===== config.mk =====
export PLATFORM = sky130hd
export DESIGN_NAME = zmt_scale_unit
export DESIGN_NICKNAME = d
export VERILOG_FILES = /design/src/design/zmt_pkg.sv /design/src/design/zmt_scale_unit.sv
export SDC_FILE = /design/constraint.sdc
export NUM_CORES = 1
export LEC_CHECK = 0
export BUFFER_PORTS_ARGS = -buffer_cell sky130_fd_sc_hd__buf_2
export CORE_ASPECT_RATIO = 0.6
export CORE_MARGIN = 1
export CORE_UTILIZATION = 40
export CTS_BUF_LIST = sky130_fd_sc_hd__clkbuf_16
export CTS_CLUSTER_SIZE = 14
export DETAILED_ROUTE_END_ITERATION = 8
export PLACE_DENSITY = 0.58
export SYNTH_ARGS = -nofsm -noshare
export SYNTH_HDL_FRONTEND = slang
export SYNTH_SLANG_ARGS = --single-unit
export TNS_END_PERCENT = 20

===== constraint.sdc =====
create_clock -name clk -period 18 [get_ports clk]
set_input_delay 1.8 -clock clk [delete_from_list [all_inputs] [get_ports clk]]
set_output_delay 1.8 -clock clk [all_outputs]
set_load 0.01 [all_outputs]

===== src/design/zmt_pkg.sv =====
// shared types and constants for the zone mass transfer block
`default_nettype none

package zmt_pkg;

	// default sizing handed to the top level parameters
	localparam int MAX_ZONES_DEF     = 16;
	localparam int FRACTION_BITS_DEF = 16;

	// fixed field widths
	localparam int MASS_W    = 48;
	localparam int ZONE_W    = 6;
	localparam int ACTION_W  = 2;
	localparam int CFG_IDX_W = 2;
	localparam int ZCFG_W    = 7;

	// mass operand is split in two halves for the shared multiplier
	localparam int SPLIT = 24;

	localparam logic [MASS_W-1:0] MASS_MAX = {MASS_W{1'b1}};

	// input actions
	localparam logic [ACTION_W-1:0] ACT_LOAD_FRAC = 2'd0;
	localparam logic [ACTION_W-1:0] ACT_LOAD_MASS = 2'd1;
	localparam logic [ACTION_W-1:0] ACT_RUN       = 2'd2;

	// configuration register indexes
	localparam logic [CFG_IDX_W-1:0] REG_ZONES      = 2'd0;
	localparam logic [CFG_IDX_W-1:0] REG_GAS_SEL    = 2'd1;
	localparam logic [CFG_IDX_W-1:0] REG_GAS_FLOOR  = 2'd2;

	// reset values of the configuration registers
	localparam logic [ZCFG_W-1:0] ZONES_RST     = 7'd16;
	localparam logic              GAS_SEL_RST   = 1'b1;
	localparam logic [MASS_W-1:0] GAS_FLOOR_RST = 48'd1;

	// sequencer states
	typedef enum logic [3:0] {
		S_CLEAR,
		S_IDLE,
		S_INIT_RD,
		S_INIT_WR,
		S_EL_RD,
		S_MUL_LO,
		S_MUL_HI,
		S_COMB,
		S_EL_WR,
		S_ROW_RD,
		S_ROW_WR,
		S_FIN_RD,
		S_FIN_WR
	} state_t;

	// steps of the shared scaling unit
	typedef struct packed {
		logic mul_lo;
		logic mul_hi;
		logic combine;
	} scale_ctl_t;

endpackage

`default_nettype wire


===== src/design/zmt_scale_unit.sv =====
// shared multiplier: floor(fraction * mass / 2^FRACTION_BITS) in two partial products
`default_nettype none

module zmt_scale_unit #(
	parameter int FRACTION_BITS = zmt_pkg::FRACTION_BITS_DEF
) (
	input  wire logic                        clk,
	input  wire zmt_pkg::scale_ctl_t         ctl,
	input  wire logic [FRACTION_BITS:0]      frac,
	input  wire logic [zmt_pkg::MASS_W-1:0]  mass,
	output logic      [zmt_pkg::MASS_W-1:0]  part
);

	localparam int FW = FRACTION_BITS + 1;
	localparam int PW = FW + zmt_pkg::SPLIT;
	localparam int SW = PW + zmt_pkg::SPLIT;

	logic [zmt_pkg::SPLIT-1:0]  operand;
	logic [PW-1:0]              prod;
	logic [PW-1:0]              plo_q;
	logic [PW-1:0]              phi_q;
	logic [SW-1:0]              sum_wide;
	logic [zmt_pkg::MASS_W-1:0] part_q;

	// one multiplier, operand half chosen by step
	assign operand = ctl.mul_hi ? mass[zmt_pkg::MASS_W-1:zmt_pkg::SPLIT]
	                            : mass[zmt_pkg::SPLIT-1:0];
	assign prod = PW'(frac) * PW'(operand);

	// recombine the halves, exact since fraction is at most one
	assign sum_wide = (SW'(phi_q) << (zmt_pkg::SPLIT - FRACTION_BITS))
	                + (SW'(plo_q) >> FRACTION_BITS);

	always_ff @(posedge clk) begin
		if (ctl.mul_lo) begin
			plo_q <= prod;
		end
		if (ctl.mul_hi) begin
			phi_q <= prod;
		end
		if (ctl.combine) begin
			part_q <= sum_wide[zmt_pkg::MASS_W-1:0];
		end
	end

	assign part = part_q;

endmodule

`default_nettype wire


Word level (Yosys, flattened, before mapping)
Index checks and enable logic that the tools add are counted.
{"block": "classes", "n_mux": 1, "n_mul": 1, "n_addsub": 1}
{"cell": "adder 48 x 25 -> 48 bit", "count": 1}
{"cell": "multiplier 17 x 24 -> 41 bit", "count": 1}
{"cell": "two-way mux 24 bit", "count": 1}
{"block": "word_totals", "elab_cells": 6, "register_bits": 129, "output_inout_bits": 48, "input_bits": 69}

Longest topological paths before layout
{"block": "depth", "depth_word": 2, "depth_mapped": 27, "mapped_depth_nobuf": 24}

Least setup slack after synthesis
Ideal clock, no wire load.
{"block": "synth_path", "kind": "input to register", "startpoint": "input port ctl[1] (netlist bit)", "endpoint": "register phi_q[35], data pin", "setup_ns": 0.264, "path_slack_ns": 9.467, "required_time_ns": 17.736, "path_buffers": 4, "cell_stages": 26, "arrival_time_ns": 8.269, "cell_sequence": "clkbuf_1 -> clkbuf_1 -> mux2_2 -> clkbuf_1 -> nand2_1 -> fa_1 -> inv_1 -> fa_1 -> inv_1 -> fa_1 -> inv_1 -> fa_1 -> fa_1 -> inv_1 -> fa_1 -> inv_1 -> ha_1 -> clkbuf_1 -> nand2_1 -> or4_4 -> o41a_1 -> a31oi_4 -> a31oi_4 -> o21ai_2 -> a31oi_1 -> xnor2_1"}
{"block": "synth_between", "elab_chain_len": 2}
{"item": "from (decl)", "line_no": "zmt_scale_unit.sv:8", "rtl": "input wire zmt_pkg::scale_ctl_t ctl,"}
{"item": "two-way mux 24 bit", "line_no": "zmt_scale_unit.sv:26", "rtl": "assign operand = ctl.mul_hi ? mass[zmt_pkg::MASS_W-1:zmt_pkg::SPLIT]"}
{"item": "multiplier 17 x 24 -> 41 bit", "line_no": "zmt_scale_unit.sv:28", "rtl": "assign prod = PW'(frac) * PW'(operand);"}
{"item": "net prod[35]", "line_no": "zmt_scale_unit.sv:19", "rtl": "logic [PW-1:0] prod;"}
{"item": "to (signal assigned)", "line_no": "zmt_scale_unit.sv:39", "rtl": "phi_q <= prod;"}
{"item": "to (decl)", "line_no": "zmt_scale_unit.sv:21", "rtl": "logic [PW-1:0] phi_q;"}
The timed path passes the listed nets, and every way through them passes these cells.
A chain may end at the register's enable or synchronous reset.

Worst setup path in the final report
{"block": "layout_path", "startpoint": "input port ctl[1] (netlist bit)", "endpoint": "register plo_q[35], data pin"}
{"block": "layout_between", "elab_chain_len": 2}
{"item": "two-way mux 24 bit", "line_no": "zmt_scale_unit.sv:26"}
{"item": "multiplier 17 x 24 -> 41 bit", "line_no": "zmt_scale_unit.sv:28"}
{"item": "net prod[35]", "line_no": "zmt_scale_unit.sv:19"}
{"item": "to (signal assigned)", "line_no": "zmt_scale_unit.sv:36", "rtl": "plo_q <= prod;"}
{"item": "to (decl)", "line_no": "zmt_scale_unit.sv:20", "rtl": "logic [PW-1:0] plo_q;"}
The timed path passes the listed nets, and every way through them passes these cells.

==> impl_results.md <==
* CTS-repair resized insts at 0
* Synth area leader: fa_1
* Via Count at ~13000
* H-tree Lvls at 4
* Longest Clk Path Bufs at 3
* Via density at between 5 and 6
* Average cell area after synthesis at around 9.7 um2
* Hold Crit Depth at 0
* CTS tree: yes
* Slowest cell on the critical path: buf_4
* HP Class: reg2reg
* Fin. Hold Viols at 0
* Die X at between 200 and 300 um
* Yosys top cell area share at 0.367
* DRC at 0
* Final TNS setup at 0 ns
* Root buffer cell: clkbuf_16
* Placeable Area at about 44000 um2
* Final max-slew violation count at 0
* Seq cells post-synth at 113
* Post-DP HPWL at between 30 and 40 mm
* Initial antenna violation count at 0
* Ratio of cells with drive above 1 in the final layout at 0.0932
* Worst-margin pin slew at approximately 1.1 ns
* Crit path max-delay family: adder cells
* First-pass GRT wire length at 72.7 mm
* Reg2Reg Setup Slack at around 15 ns
* Worst reg2reg path startpoint: plo_q[30]
* Asr flop ratio synth at 0
* Setup Fix Bufs, Post-CTS at 0
* Worst Path Max Fanout at 45
* Critical path class: in2reg
* Clk slew on worst S/H paths at ~0.05 ns
* Final #Nets at roughly 2500
* Synthesized instance count at about 1900
* Clock sinks at approximately 110
* Detail Route Antenna Nets at 0
* Hold_buf cts at 0
* Most instantiated cells after synthesis: inv_1 (419), fa_1 (330), nand2_1 (289), and2_1 (160), ha_1 (132)
* Yosys cell types at 49
* DRT Pass-1 Iters at 6
* Slew margin rel. at 0.265
* Die Area at between 40000 and 50000 um2
* Area delta synth->final at 9.44%
* Syn. warnings at 0
* Most frequent cell after synthesis: inv_1
* Ports at 117
* Largest stage delay on the critical path at roughly 0.56 ns
* Clock buffer count from CTS at 25
* Hold Path Origin: plo_q[18]
* Non-Filler Instances at 2512
* Gr usage total at 0.202
* First DRT Iteration DRCs at between 800 and 900
* R2R cell count at 10
* Starting Density at 0.411
* Buf/Inv on CP at 5
* Die Ht at approximately 170 um
* Grt ovf at 0
* R2R Path End: part[43]
* Skew final at roughly 0.023 ns
* MaxCap Viol Count at 0
* Syn nets at about 2400
* Port buffer count at 116
* Drt wl/cell at 17.9 um
* Top_reg_cell synth: edfxtp_1
* Min Tclk post-route at just under 9 ns
* RSZ-0062 raised after global routing: no
* Final Core Density at 0.450
* Vias in the first global route at between 10000 and 15000
* Fmax at ~120 MHz
* Worst endpoint data arrival time at 8.88 ns
* Top cells by area, synth: fa_1 (37%), edfxtp_1 (19%), ha_1 (9.2%)
* Site Rows at a little under 60
* Worst path cell trace: buf_4 -> buf_4 -> mux2_2 -> nand2_1 -> fa_1 -> fa_1 -> fa_1 -> inv_1 -> fa_1 -> fa_1 -> inv_1 -> fa_1 -> inv_1 -> ha_1 -> nand2_2 -> or4_4 -> o41a_1 -> a31oi_4 -> a31oi_4 -> o21ai_2 -> a31oi_1 -> xnor2_1
* Largest net degree at the start of global routing at ~50
* Total Wirelength at 45.1 mm
* Crit end category: flip-flop
* Fin crit share at 0.482
* Min-Delay Endpoint: part[2]
* # setup viols final at 0
* Number of synthesized flops with an enable pin at 113
* Clock Latency Late Sink at about 0.47 ns
* Outcome: finished clean
* Placed cell count at approximately 2500
* Critical Path RT at roughly 18 ns
* Min Hold Slack at 0.414 ns
* Crit start category: input pin
* Post-Synthesis Cell Area at 18000 um2
* Most used cell, CP: fa_1
* Seq/Total Area, Yosys at 0.188
* Placer Congestion at approximately 0.9
cell type report:
class / count / area (um2)
fill: 4250 / 24100
multi-input combinational: 1251 / 12800
sequential: 113 / 3390
inverter: 419 / 1570
tap: 579 / 724
clock buffer: 25 / 626
timing repair buffer: 118 / 598
clock inverter: 6 / 48.8
antenna: 1 / 2.50
flip-flops by register name (all words and copies together) (netlist names):
register and flops:
phi_q 40, part 48, plo_q 25
through the flow:
step	setup WS, ns	cell area [um2]
2_1_floorplan	9.47	18000
3_3_place_gp	8.96	19000
3_5_place_dp	8.81	19000
4_1_cts	9.29	19700
5_1_grt	8.94	19700
6_report	9.32	19700
kinds of logic (layout without fill, tap and decap cells):
logic type | Yosys count | after routing | synth area share
DFF | 113 | 113 | 0.188
and+or+nand+nor | 532 | 532 | 0.141
muxes | 24 | 24 | 0.0150
xor gates and xnor gates | 75 | 75 | 0.0365
buffers and inverters | 497 | 568 | 0.104
adders and majority gates | 462 | 462 | 0.458
other | 0 | 1 | 0
AOI/OAI and AO/OA | 158 | 158 | 0.0574
layout by cell type, fill, tap and decap left out, types with 48 or more instances in the layout:
| cell | Yosys | layout |
|---|---|---|
| edfxtp_1 | 113 | 113 |
| a21oi_1 | 51 | 51 |
| inv_1 | 419 | 422 |
| fa_1 | 330 | 330 |
| and2_1 | 160 | 160 |
| buf_2 | 2 | 115 |
| nand2_1 | 289 | 289 |
| ha_1 | 132 | 132 |
| xnor2_1 | 48 | 48 |
worst max-delay path by stage:
stage	from	depth (start not counted)	end	slack, ns
floorplan	ctl[1]	26	phi_q[35]	9.47
global placement	ctl[1]	22	phi_q[35]	8.96
detailed placement	ctl[1]	22	phi_q[35]	8.81
CTS	ctl[1]	22	plo_q[35]	9.29
global route	ctl[1]	22	plo_q[35]	8.94
finish	ctl[1]	22	plo_q[35]	9.32
per-layer routing:
metal  GRT usage  routed length, um  vias to the layer above  part of all wire
met5           0                  0                        -                 0
met4      0.0262                280                        0            0.0062
met3      0.0380               2870                       23             0.064
met2       0.298              19700                      395              0.44
met1       0.313              22300                     6559              0.49
li1            -                  -                     5789                 -
worst register-to-register path, stage by stage, from the launching register on:
cell,delay [ns]
edfxtp_1,0.49
ha_1,0.46
o21a_1,0.15
o21ai_0,0.07
nand2b_1,0.09
a21oi_1,0.08
a211oi_1,0.50
o311ai_1,0.27
a21oi_1,0.68
nand4_1,0.23
xnor2_1,0.18
Power is not shown: default switching activity piles up to over one toggle a cycle in this logic, so the estimate is an artifact.
