$ cat config.mk
export PLATFORM = sky130hd
export DESIGN_NAME = zmt_ram
export DESIGN_NICKNAME = d
export VERILOG_FILES = /design/src/design/zmt_ram.sv
export SDC_FILE = /design/constraint.sdc
export NUM_CORES = 1
export LEC_CHECK = 0
export ABC_AREA = 1
export ABC_CLOCK_PERIOD_IN_PS = 1000
export BUFFER_PORTS_ARGS = -buffer_cell sky130_fd_sc_hd__clkbuf_2
export CAP_MARGIN = 10
export CORE_AREA = 2 2 140 142
export CTS_CLUSTER_DIAMETER = 60
export CTS_CLUSTER_SIZE = 16
export DETAILED_ROUTE_END_ITERATION = 6
export DIE_AREA = 0 0 142 144
export SYNTH_ARGS = -nofsm -noshare
export SYNTH_HDL_FRONTEND = slang
export SYNTH_SLANG_ARGS = --single-unit
$ cat constraint.sdc
create_clock -name clk -period 1 [get_ports clk]
set_input_delay 0.05 -clock clk [delete_from_list [all_inputs] [get_ports clk]]
set_output_delay 0.05 -clock clk [all_outputs]
set_load 0.005 [all_outputs]
$ cat src/design/zmt_ram.sv
// generic simple dual port ram with registered read
`default_nettype none

module zmt_ram #(
	parameter int WIDTH = 8,
	parameter int DEPTH = 16
) (
	input  wire logic                     clk,
	input  wire logic                     we,
	input  wire logic [$clog2(DEPTH)-1:0] waddr,
	input  wire logic [WIDTH-1:0]         wdata,
	input  wire logic [$clog2(DEPTH)-1:0] raddr,
	output logic      [WIDTH-1:0]         rdata
);

	logic [WIDTH-1:0] mem_q [DEPTH];
	logic [WIDTH-1:0] rdata_q;

	// write port
	always_ff @(posedge clk) begin
		if (we) begin
			mem_q[waddr] <= wdata;
		end
	end

	// registered read port
	always_ff @(posedge clk) begin
		rdata_q <= mem_q[raddr];
	end

	assign rdata = rdata_q;

endmodule

`default_nettype wire

* Word level (Yosys, flattened, before mapping)
Memories as Yosys holds them, arrays and structs flattened. A register that Yosys moved wholly into a read port is not among the register bits.
Index checks and enable logic that the tools add are counted.
** Word-level totals
- Register bits after elaboration :: 0
- Memory bits (writable) :: 128
- Input port bits :: 18
- Output and inout bits :: 8
- Logic and storage cells :: 3
- Memories kept :: 1
** Cells by class
- Muxes and demuxes :: 2
** Memory list
- mem_q :: words 16, bits a word 8, rd ports 1, clocked after Yosys merged registers in 1, wr ports 1, RTL line 16 : logic [WIDTH-1:0] mem_q [DEPTH];
** Operators by type and width (count)
- $mux 1 :: 2

* Logic depth before layout (Yosys ltp)
Gate-level depths: netlist (run 1).
- Depth after elaboration :: 2
- Depth in mapped cells :: 8
- Depth with buffers taken out :: 7

* Worst setup path after synthesis (run 1)
No wires, ideal clock.
- Kind :: input-to-reg
- Start point :: input waddr[3]
- End point :: memory mem_q[4][0], enable pin
- Setup time :: 370 ps
- Arrival time :: 631 ps
- Required time :: 630 ps
- Setup slack :: -1 ps
- Stages on the path :: 2
- Path buffers :: 0
- Cell sequence :: nand3b_1 > nor2_1
** RTL lines
- from (decl) :: RTL line 10 : input wire logic [$clog2(DEPTH)-1:0] waddr,
- to (decl) :: RTL line 16
No word-level cell before the write port.

==> impl_metrics.env, run 1 <==
export IMPL_status="completed"
export IMPL_nets=619
export IMPL_crit_end="rdata[4]"
export IMPL_avgSynthCellArea_um2=10.47
export IMPL_routed_wl_mm=13.49
export IMPL_antenna_found_initial=0
export IMPL_dr_pass1_iters=4
export IMPL_period_minus_slack_ns=0.9502
export IMPL_htree_levels=4
export IMPL_cap_violations=0
export IMPL_startpoint="mem_q[7][4]"
export IMPL_timing_rr_start="mem_q[7][4]"
export IMPL_syn_num_nets=569
export IMPL_synth_area_mm2=0.005767
export IMPL_drv_slew=0
export IMPL_cp_arrival_ns=1.26
export IMPL_start_util_pct=30.22
export IMPL_synth_compound_area_share_pct=0
export IMPL_rows=51
export IMPL_peakVddDrop_uv=1244
export IMPL_synth_simple_area_share_pct=21.05
export IMPL_post_route_drc_count=0
export IMPL_syn_inst=551
export IMPL_wl_per_cell_um=15.83
export IMPL_yosysTopAreaCellShare_pct=66.65
export IMPL_ys_types=12
export IMPL_area_growth_pct=21.44
export IMPL_clk_latency_ns=0.42
export IMPL_skew_ns=0.009315
export IMPL_use_met3_pct=2.914
export IMPL_cts_sinks=136
export IMPL_yosys_warnings=0
export IMPL_cp_start_kind="flip-flop"
export IMPL_drive_above_1_share_pct=17.59
export IMPL_synth_area_leaders="edfxtp_1, nand2_1, nand3_1"
export IMPL_slew_headroom_pct=71.46
export IMPL_power_density_mw_per_mm2=1902
export IMPL_reg2reg_slack_ns=0.05
export IMPL_grt_pass1_wl_mm=21.11
export IMPL_grt_max_degree=34
export IMPL_ys_seq_area_share_pct=69.43
export IMPL_first_iter_violations=289
export IMPL_synth_xor_area_share_pct=0
export IMPL_yosys_area_top_type="edfxtp_1"
export IMPL_cts_tree="built"
export IMPL_hold_viol=0
export IMPL_period_share_pct=95.02
export IMPL_overflow=0
export IMPL_synth_seq_cells=136
export IMPL_cp_required_ns=1.31
export IMPL_grtUsageTotal_pct=14.33
export IMPL_yosys_area_share_adder_pct=0
export IMPL_path_class="flip-flop to flip-flop"
export IMPL_numPortBuffers=25
export IMPL_hp_class="input pin to flip-flop"
export IMPL_r2r_end="rdata[4]"
export IMPL_setup_viol_count_final=0
export IMPL_muxShareOfSynthArea_pct=0
export IMPL_root_buffer="clkbuf_16"
export IMPL_gr_usage_met2_pct=22.17
export IMPL_cp_max_fo=1
export IMPL_diodes=0
export IMPL_grt_use_met1_pct=19.88
export IMPL_reg2regPathDepth=6
export IMPL_end_kind="flip-flop"
export IMPL_vias_per_cell=4.421
export IMPL_io_pins=26
export IMPL_worst_slew_pin_slew_ns=0.4281
export IMPL_dieHeight_um=144
export IMPL_power_leakage_nw=3.027
export IMPL_hpwlAfterDp_mm=8.323
export IMPL_clk_pin_slew_ns=0.06
export IMPL_design_die_area_mm2=0.02045
export IMPL_globalplace_congestion=0.8070
export IMPL_antenna_left=0
export IMPL_finish_utilization_pct=36.70
export IMPL_grt_pass1_vias=3606
export IMPL_cts_made_buffers=17
export IMPL_vias=3767
export IMPL_max_freq_mhz=1052
export IMPL_synth_top_family_by_area="simple AND/OR/NAND/NOR gates"
export IMPL_clockBufferDepth=2
export IMPL_top_usage_layer="met2"
export IMPL_fp_dieW_um=142
export IMPL_setup_tns_ns=0
export IMPL_core_mm2=0.01908
-- registers in the layout, indices dropped and copies added (netlist names) --
| name | flops |
|---|---|
| rdata | 8 |
| mem_q | 128 |
-- synthesized netlist by cell type --
| master | count |
|---|---|
| buf_1 | 1 |
| buf_2 | 13 |
| buf_4 | 4 |
| buf_6 | 6 |
| dfxtp_1 | 8 |
| edfxtp_1 | 128 |
| inv_1 | 100 |
| inv_2 | 2 |
| nand2_1 | 173 |
| nand3_1 | 97 |
| nand3b_1 | 2 |
| nor2_1 | 17 |
-- metal layers --
metal | routed length [um] | vias up
met2 | 6446 | 92
li1 | - | 1868
met5 | 0 | -
met1 | 6075 | 1794
met4 | 172 | 0
met3 | 795 | 13
-- power by group --
part	leakage [nW]	switching (W)	total (W)	internal [W]
combinational	1.52	0.000576	0.000868	0.000292
sequential	1.22	0.0000481	0.00643	0.00638
clock	0.286	0.00219	0.00602	0.00384
total	3.03	0.00281	0.0133	0.0105
-- per-stage QoR --
stage	hold WS [ns]	area (um^2)	cells	total power [W]	worst slack, ns
finish	0.09236	7003	852	0.01332	0.04980
global route	0.08291	7003	852	0.01378	-0.01939
CTS	0.07445	6920	852	0.01339	0.0002129
detailed placement	0.4479	6336	820	0.007390	-0.1486
global placement	0.4492	6336	820	0.007385	-0.1375
floorplan	0.1489	5767	551	0.006975	-0.0008445
-- cell families (layout without fill, tap and decap cells) --
family	Yosys count	in the layout
buf+inv	126	189
simple gates	289	289
flops	136	136
-- cell type report --
cell class	count	area, um^2
Timing Repair Buffer	55	437.9
Tap cell	238	297.8
Fill cell	1832	12080
Multi-Input combinational cell	289	1301
Sequential cell	136	4008
Inverter	102	382.9
Clock buffer	23	478.0
Clock inverter	9	97.59
-- placed cells by master (no fill, tap or decap) --
cell type	netlist	layout
nor2_1	17	17
clkbuf_8	0	3
buf_12	0	7
edfxtp_1	128	128
inv_1	100	100
dfxtp_1	8	5
clkinvlp_4	0	1
bufinv_16	0	2
nand3_1	97	81
buf_4	4	23
nand2_1	173	170
dfxtp_2	0	3
clkbuf_1	0	3
clkbuf_16	0	17
inv_2	2	2
clkbuf_2	0	25
nand3_2	0	16
nand2_2	0	3
nand3b_1	2	2
clkinv_2	0	6
-- repair_timing --
action                     4_1_cts  5_1_grt
gates resized for setup          4       18
hold buffers                     0        0
buffers inserted                 0        0
pin swaps                        0        1
setup endpoints to repair        4        7
gates cloned                     0        0
-- worst min path at each step --
stage | startpoint | to | slack, ns | depth (start not counted)
2_1_floorplan | wdata[0] | mem_q[0][0] | 0.15 | 0
3_3_place_gp | rdata[7] | rdata[7] | 0.45 | 1
6_report | raddr[3] | rdata[4] | 0.09 | 4
5_1_grt | raddr[3] | rdata[4] | 0.08 | 4
3_5_place_dp | rdata[7] | rdata[7] | 0.45 | 1
4_1_cts | raddr[3] | rdata[4] | 0.07 | 4
-- critical path, cell delays in order (launching register included) --
cell      delay (ns)
edfxtp_1        0.37
inv_1           0.06
nand2_1         0.04
nand3_1         0.13
nand3_2         0.08
nand3_2         0.10
nand2_1         0.06
(Power assumes the default switching activity.)
==> run 2: changes to the inputs <==
--- a/config.mk
+++ b/config.mk
@@ -9,11 +9,11 @@
 export ABC_CLOCK_PERIOD_IN_PS = 1000
 export BUFFER_PORTS_ARGS = -buffer_cell sky130_fd_sc_hd__clkbuf_2
 export CAP_MARGIN = 10
-export CORE_AREA = 2 2 140 142
+export CORE_AREA = 2 2 134 149
 export CTS_CLUSTER_DIAMETER = 60
 export CTS_CLUSTER_SIZE = 16
 export DETAILED_ROUTE_END_ITERATION = 6
-export DIE_AREA = 0 0 142 144
+export DIE_AREA = 0 0 136 151
 export SYNTH_ARGS = -nofsm -noshare
 export SYNTH_HDL_FRONTEND = slang
 export SYNTH_SLANG_ARGS = --single-unit
==> impl_metrics.env, run 2 (synthesis gave the netlist of run 1 again) <==
export IMPL_root_buffer="clkbuf_16"
export IMPL_fp_dieW_um=136
export IMPL_cts_sinks=136
export IMPL_setup_viol_count_final=0
export IMPL_routed_wl_mm=13.55
export IMPL_fillers=1880
export IMPL_whs_ns=0.1010
export IMPL_cts_made_buffers=17
export IMPL_globalplace_congestion=0.8229
export IMPL_cp_required_ns=0.95
export IMPL_start_util_pct=30.41
export IMPL_cp_slowest_stage_delay_ns=0.34
export IMPL_route_met2_wl_mm=6.701
export IMPL_placed_cell_area_mm2=0.006405
export IMPL_wl_per_cell_um=15.63
export IMPL_hold_start="raddr[3]"
export IMPL_crit_chain="clkbuf_2"
export IMPL_cp_arrival_ns=0.89
export IMPL_vias_per_cell=4.343
export IMPL_period_share_pct=94.10
export IMPL_area_growth_pct=25.04
export IMPL_grtUsageTotal_pct=14.26
export IMPL_wl_met1_mm=6.051
export IMPL_clk_pin_slew_ns=0.06
export IMPL_cap_violations=0
export IMPL_layout_commonest_cell="nand2_1"
export IMPL_dieHeight_um=151
export IMPL_power_density_mw_per_mm2=2021
export IMPL_grt_pass1_vias=3696
export IMPL_numPortBuffers=25
export IMPL_drive_above_1_share_pct=19.35
export IMPL_rsz0062_at_grt="yes"
export IMPL_grt_max_degree=34
export IMPL_hpwlAfterDp_mm=8.635
export IMPL_setup_tns_ns=0
export IMPL_rows=53
export IMPL_vias=3765
export IMPL_antenna_left=0
export IMPL_post_route_drc_count=0
export IMPL_startpoint="rdata[7]"
export IMPL_grt_pass1_wl_mm=21.10
export IMPL_skew_ns=0.01206
export IMPL_power_leakage_nw=3.122
export IMPL_path_buf_inv=1
export IMPL_slew_headroom_pct=73.06
export IMPL_top_register="mem_q"
export IMPL_dp_slack_ns=-0.1406
export IMPL_htree_levels=4
export IMPL_postCtsHoldBufs=0
export IMPL_cp_max_fo=1
export IMPL_worst_slew_pin_slew_ns=0.4037
export IMPL_cts_tree="built"
export IMPL_drv_slew=0
export IMPL_finalWorstSetupSlack_ns=0.05900
export IMPL_mostFrequentLayoutCells="nand2_1, edfxtp_1, inv_1"
export IMPL_dr_pass1_iters=5
export IMPL_core_mm2=0.01897
export IMPL_overflow=0
export IMPL_critPathTopFamily="flip-flops"
export IMPL_path_class="flip-flop to primary output"
export IMPL_highest_layer="met4"
export IMPL_final_area_mm2=0.007211
export IMPL_peakVddDrop_uv=984.6
export IMPL_timing_rr_start="mem_q[4][2]"
export IMPL_antenna_found_initial=0
export IMPL_max_freq_mhz=1063
export IMPL_io_pins=26
export IMPL_nets=625
export IMPL_period_minus_slack_ns=0.9410
export IMPL_hold_viol=0
export IMPL_finish_utilization_pct=38.02
export IMPL_clk_latency_ns=0.42
export IMPL_design_die_area_mm2=0.02054
export IMPL_end_kind="primary output"
export IMPL_diodes=0
export IMPL_clockBufferDepth=2
export IMPL_status="completed"
export IMPL_largest_register_ffs=128
export IMPL_first_iter_violations=301
export IMPL_hp_class="input pin to flip-flop"
export IMPL_cp_slowest_cell="dfxtp_1"
export IMPL_wl_met3_um=626
export IMPL_cp_start_kind="flip-flop"
[run 2: routing by layer]
| layer | vias up | track usage (%) |
|---|---|---|
| met3 | 10 | 3.782 |
| li1 | 1886 | - |
| met4 | 0 | 5.313 |
| met5 | - | 0 |
| met2 | 91 | 23.14 |
| met1 | 1778 | 18.31 |
[run 2: worst paths after layout]
path | depth (start not counted) | end | slack [ns]
min reg2reg | 6 | rdata[5] | 0.67
max | 1 | rdata[7] | 0.06
min | 4 | rdata[3] | 0.10
max reg2reg | 6 | rdata[2] | 0.07
[run 2: stage by stage]
stage | instances | power (W)
2_1_floorplan | 551 | 0.006975
3_3_place_gp | 835 | 0.007414
3_5_place_dp | 835 | 0.007420
4_1_cts | 867 | 0.01464
5_1_grt | 867 | 0.01499
6_report | 867 | 0.01457
[run 2: layout make-up]
class / count / area (um^2) / area share (%)
Timing Repair Buffer: 61 / 495.5 / 6.871
Inverter: 102 / 382.9 / 5.310
Sequential cell: 136 / 4009 / 55.60
Tap cell: 247 / 309.0 / 4.286
Clock buffer: 21 / 480.5 / 6.663
Clock inverter: 11 / 215.2 / 2.985
Multi-Input combinational cell: 289 / 1319 / 18.29
[run 2: timing repair]
| action | 4_1_cts | 5_1_grt |
|---|---|---|
| resized for setup | 3 | 22 |
| setup buffers | 0 | 0 |
| setup endpoints to repair | 2 | 11 |
| pin swaps | 0 | 7 |
[run 2: worst min-delay path: stages]
cell and delay (ns):
clkbuf_2 0.11, buf_4 0.18, nand3_1 0.09, nand2_1 0.04
[run 2: power by group]
group | leakage [nW] | switching, W | internal [W]
clock | 0.340 | 0.00230 | 0.00495
combinational | 1.56 | 0.000586 | 0.000315
sequential | 1.22 | 0.0000508 | 0.00638
total | 3.12 | 0.00293 | 0.0116
==> run 3: changes to the inputs <==
--- a/config.mk
+++ b/config.mk
@@ -6,14 +6,17 @@
 export NUM_CORES = 1
 export LEC_CHECK = 0
 export ABC_AREA = 1
-export ABC_CLOCK_PERIOD_IN_PS = 1000
+export ABC_CLOCK_PERIOD_IN_PS = 800
 export BUFFER_PORTS_ARGS = -buffer_cell sky130_fd_sc_hd__clkbuf_2
 export CAP_MARGIN = 10
+export CELL_PAD_IN_SITES_DETAIL_PLACEMENT = 0
+export CELL_PAD_IN_SITES_GLOBAL_PLACEMENT = 1
 export CORE_AREA = 2 2 134 149
 export CTS_CLUSTER_DIAMETER = 60
 export CTS_CLUSTER_SIZE = 16
 export DETAILED_ROUTE_END_ITERATION = 6
 export DIE_AREA = 0 0 136 151
+export PLACE_DENSITY_LB_ADDON = 0.1
 export SYNTH_ARGS = -nofsm -noshare
 export SYNTH_HDL_FRONTEND = slang
 export SYNTH_SLANG_ARGS = --single-unit
==> constraint.sdc (replaced) <==
create_clock -name clk -period 0.8 [get_ports clk]
set_input_delay 0.04 -clock clk [delete_from_list [all_inputs] [get_ports clk]]
set_output_delay 0.04 -clock clk [all_outputs]
set_load 0.005 [all_outputs]
==> impl_metrics.env, run 3 (synthesis gave the netlist of run 1 again) <==
export IMPL_status="finished, violations left"
export IMPL_violations="setup timing"
export IMPL_nets=636
export IMPL_first_iter_violations=191
export IMPL_period_share_pct=118.3
export IMPL_rsz0062_at_grt="yes"
export IMPL_cp_start_kind="flip-flop"
export IMPL_skew_ns=0.005862
export IMPL_globalplace_congestion=0.7790
export IMPL_hp_class="input pin to flip-flop"
export IMPL_clockBufferDepth=2
export IMPL_layout_commonest_cell="nand2_1"
export IMPL_vias=3824
export IMPL_period_minus_slack_ns=0.9463
export IMPL_grtUsageTotal_pct=16.04
export IMPL_clk_pin_slew_ns=0.06
export IMPL_use_met3_pct=3.447
export IMPL_worstHoldPathCells=4
export IMPL_dieHeight_um=151
export IMPL_htree_levels=4
export IMPL_hpwlAfterDp_mm=10.17
export IMPL_dr_pass1_iters=4
export IMPL_grt_use_met1_pct=20.27
export IMPL_numPortBuffers=25
export IMPL_hold_viol=0
export IMPL_grt_pass1_wl_mm=23.14
export IMPL_crit_chain="inv_1 -> nand2_1 -> nand3_1 -> nand3_1 -> nand3_2 -> nand2_1"
export IMPL_cp_required_ns=1.11
export IMPL_worst_slew_pin_slew_ns=0.4317
export IMPL_cp_slowest_cell="edfxtp_1"
export IMPL_largest_register_ffs=128
export IMPL_reg2regPathDepth=6
export IMPL_cts_made_buffers=17
export IMPL_io_pins=26
export IMPL_mostFrequentLayoutCells="nand2_1, edfxtp_1, inv_1"
export IMPL_power_density_mw_per_mm2=2268
export IMPL_clk_latency_ns=0.42
export IMPL_gr_usage_met2_pct=27.01
export IMPL_top_usage_layer="met2"
export IMPL_cp_max_fo=1
export IMPL_finalWorstSetupSlack_ns=-0.1463
export IMPL_post_route_drc_count=0
export IMPL_start_util_pct=30.41
export IMPL_cp_slowest_stage_delay_ns=0.37
export IMPL_overflow=0
export IMPL_peakVddDrop_uv=1354
export IMPL_diodes=0
export IMPL_routed_wl_mm=15.24
export IMPL_wl_per_cell_um=17.36
export IMPL_stdcell_count=878
export IMPL_core_mm2=0.01897
export IMPL_max_freq_mhz=1057
export IMPL_end_kind="flip-flop"
export IMPL_antenna_found_initial=0
export IMPL_power_leakage_nw=3.235
export IMPL_fillers=1847
export IMPL_cap_violations=0
export IMPL_fp_dieW_um=136
export IMPL_setup_viol_count_final=16
export IMPL_cts_sinks=136
export IMPL_cts_tree="built"
export IMPL_top_register="mem_q"
export IMPL_vias_per_cell=4.355
export IMPL_dp_slack_ns=-0.3468
export IMPL_drv_slew=0
export IMPL_path_class="flip-flop to flip-flop"
export IMPL_grt_pass1_vias=3812
export IMPL_rows=53
export IMPL_finalPower_w=0.01741
export IMPL_antenna_left=0
export IMPL_root_buffer="clkbuf_16"
export IMPL_setup_tns_ns=-1.540
export IMPL_cp_arrival_ns=1.25
export IMPL_slew_headroom_pct=71.22
export IMPL_grt_max_degree=27
export IMPL_reg2reg_slack_ns=-0.15
export IMPL_design_die_area_mm2=0.02054
export IMPL_dp_cells=846
export IMPL_finish_utilization_pct=40.48
export IMPL_drive_above_1_share_pct=29.48
export IMPL_area_growth_pct=33.13
run 3: cell count changes in the layout (fill, tap and decap cells not counted), moves of 9 or more:
cell	delta
nor2_2	+9
nor2_1	-17
nand2_1	-10
nand3_1	-28
nand2_2	+9
buf_12	+15
nand3_2	+27
run 3: what timing repair did:
action | in CTS | in global routing
hold buffers | 0 | 0
pin swaps | 32 | 21
buffers inserted | 0 | 0
endpoints found under the setup margin | 16 | 16
resized for setup | 32 | 41
run 3: final cells by class:
cell class / instances / area [um^2] / area share, %
clock buffers: 18 / 429.2 / 5.590
clock inverters: 14 / 175.2 / 2.282
flip-flops and latches: 136 / 4011 / 52.25
multi-input cells: 289 / 1579 / 20.57
repair buffers: 72 / 790.8 / 10.30
well taps: 247 / 309.0 / 4.025
inverters: 102 / 382.9 / 4.987
run 3: final timing paths:
check / from / end
max reg2reg: mem_q[0][4] / rdata[4]
min: raddr[3] / rdata[5]
min reg2reg: mem_q[2][5] / rdata[5]
max: mem_q[0][4] / rdata[4]
run 3: critical path: cells and delay by family (launching register included):
kind | cells | cell delay, ns
buffers and inverters | 1 | 0.06
DFF | 1 | 0.37
and+or+nand+nor | 5 | 0.40
run 3: through the flow:
stage / instance area (um^2) / hold WS (ns)
floorplan: 5862 / 0.1389
global placement: 6770 / 0.4185
detailed placement: 6770 / 0.4167
CTS: 7511 / 0.04985
global route: 7677 / 0.06940
finish: 7677 / 0.07099
run 3: layer usage:
metal	routed length [um]	vias up
met3	519	15
met5	0	-
met2	7697	66
met1	6778	1837
li1	-	1906
met4	243	0
run 3: where the power goes:
part / switching (W) / internal, W
clock network: 0.00309 / 0.00492
logic: 0.000844 / 0.000527
registers: 0.0000562 / 0.00797
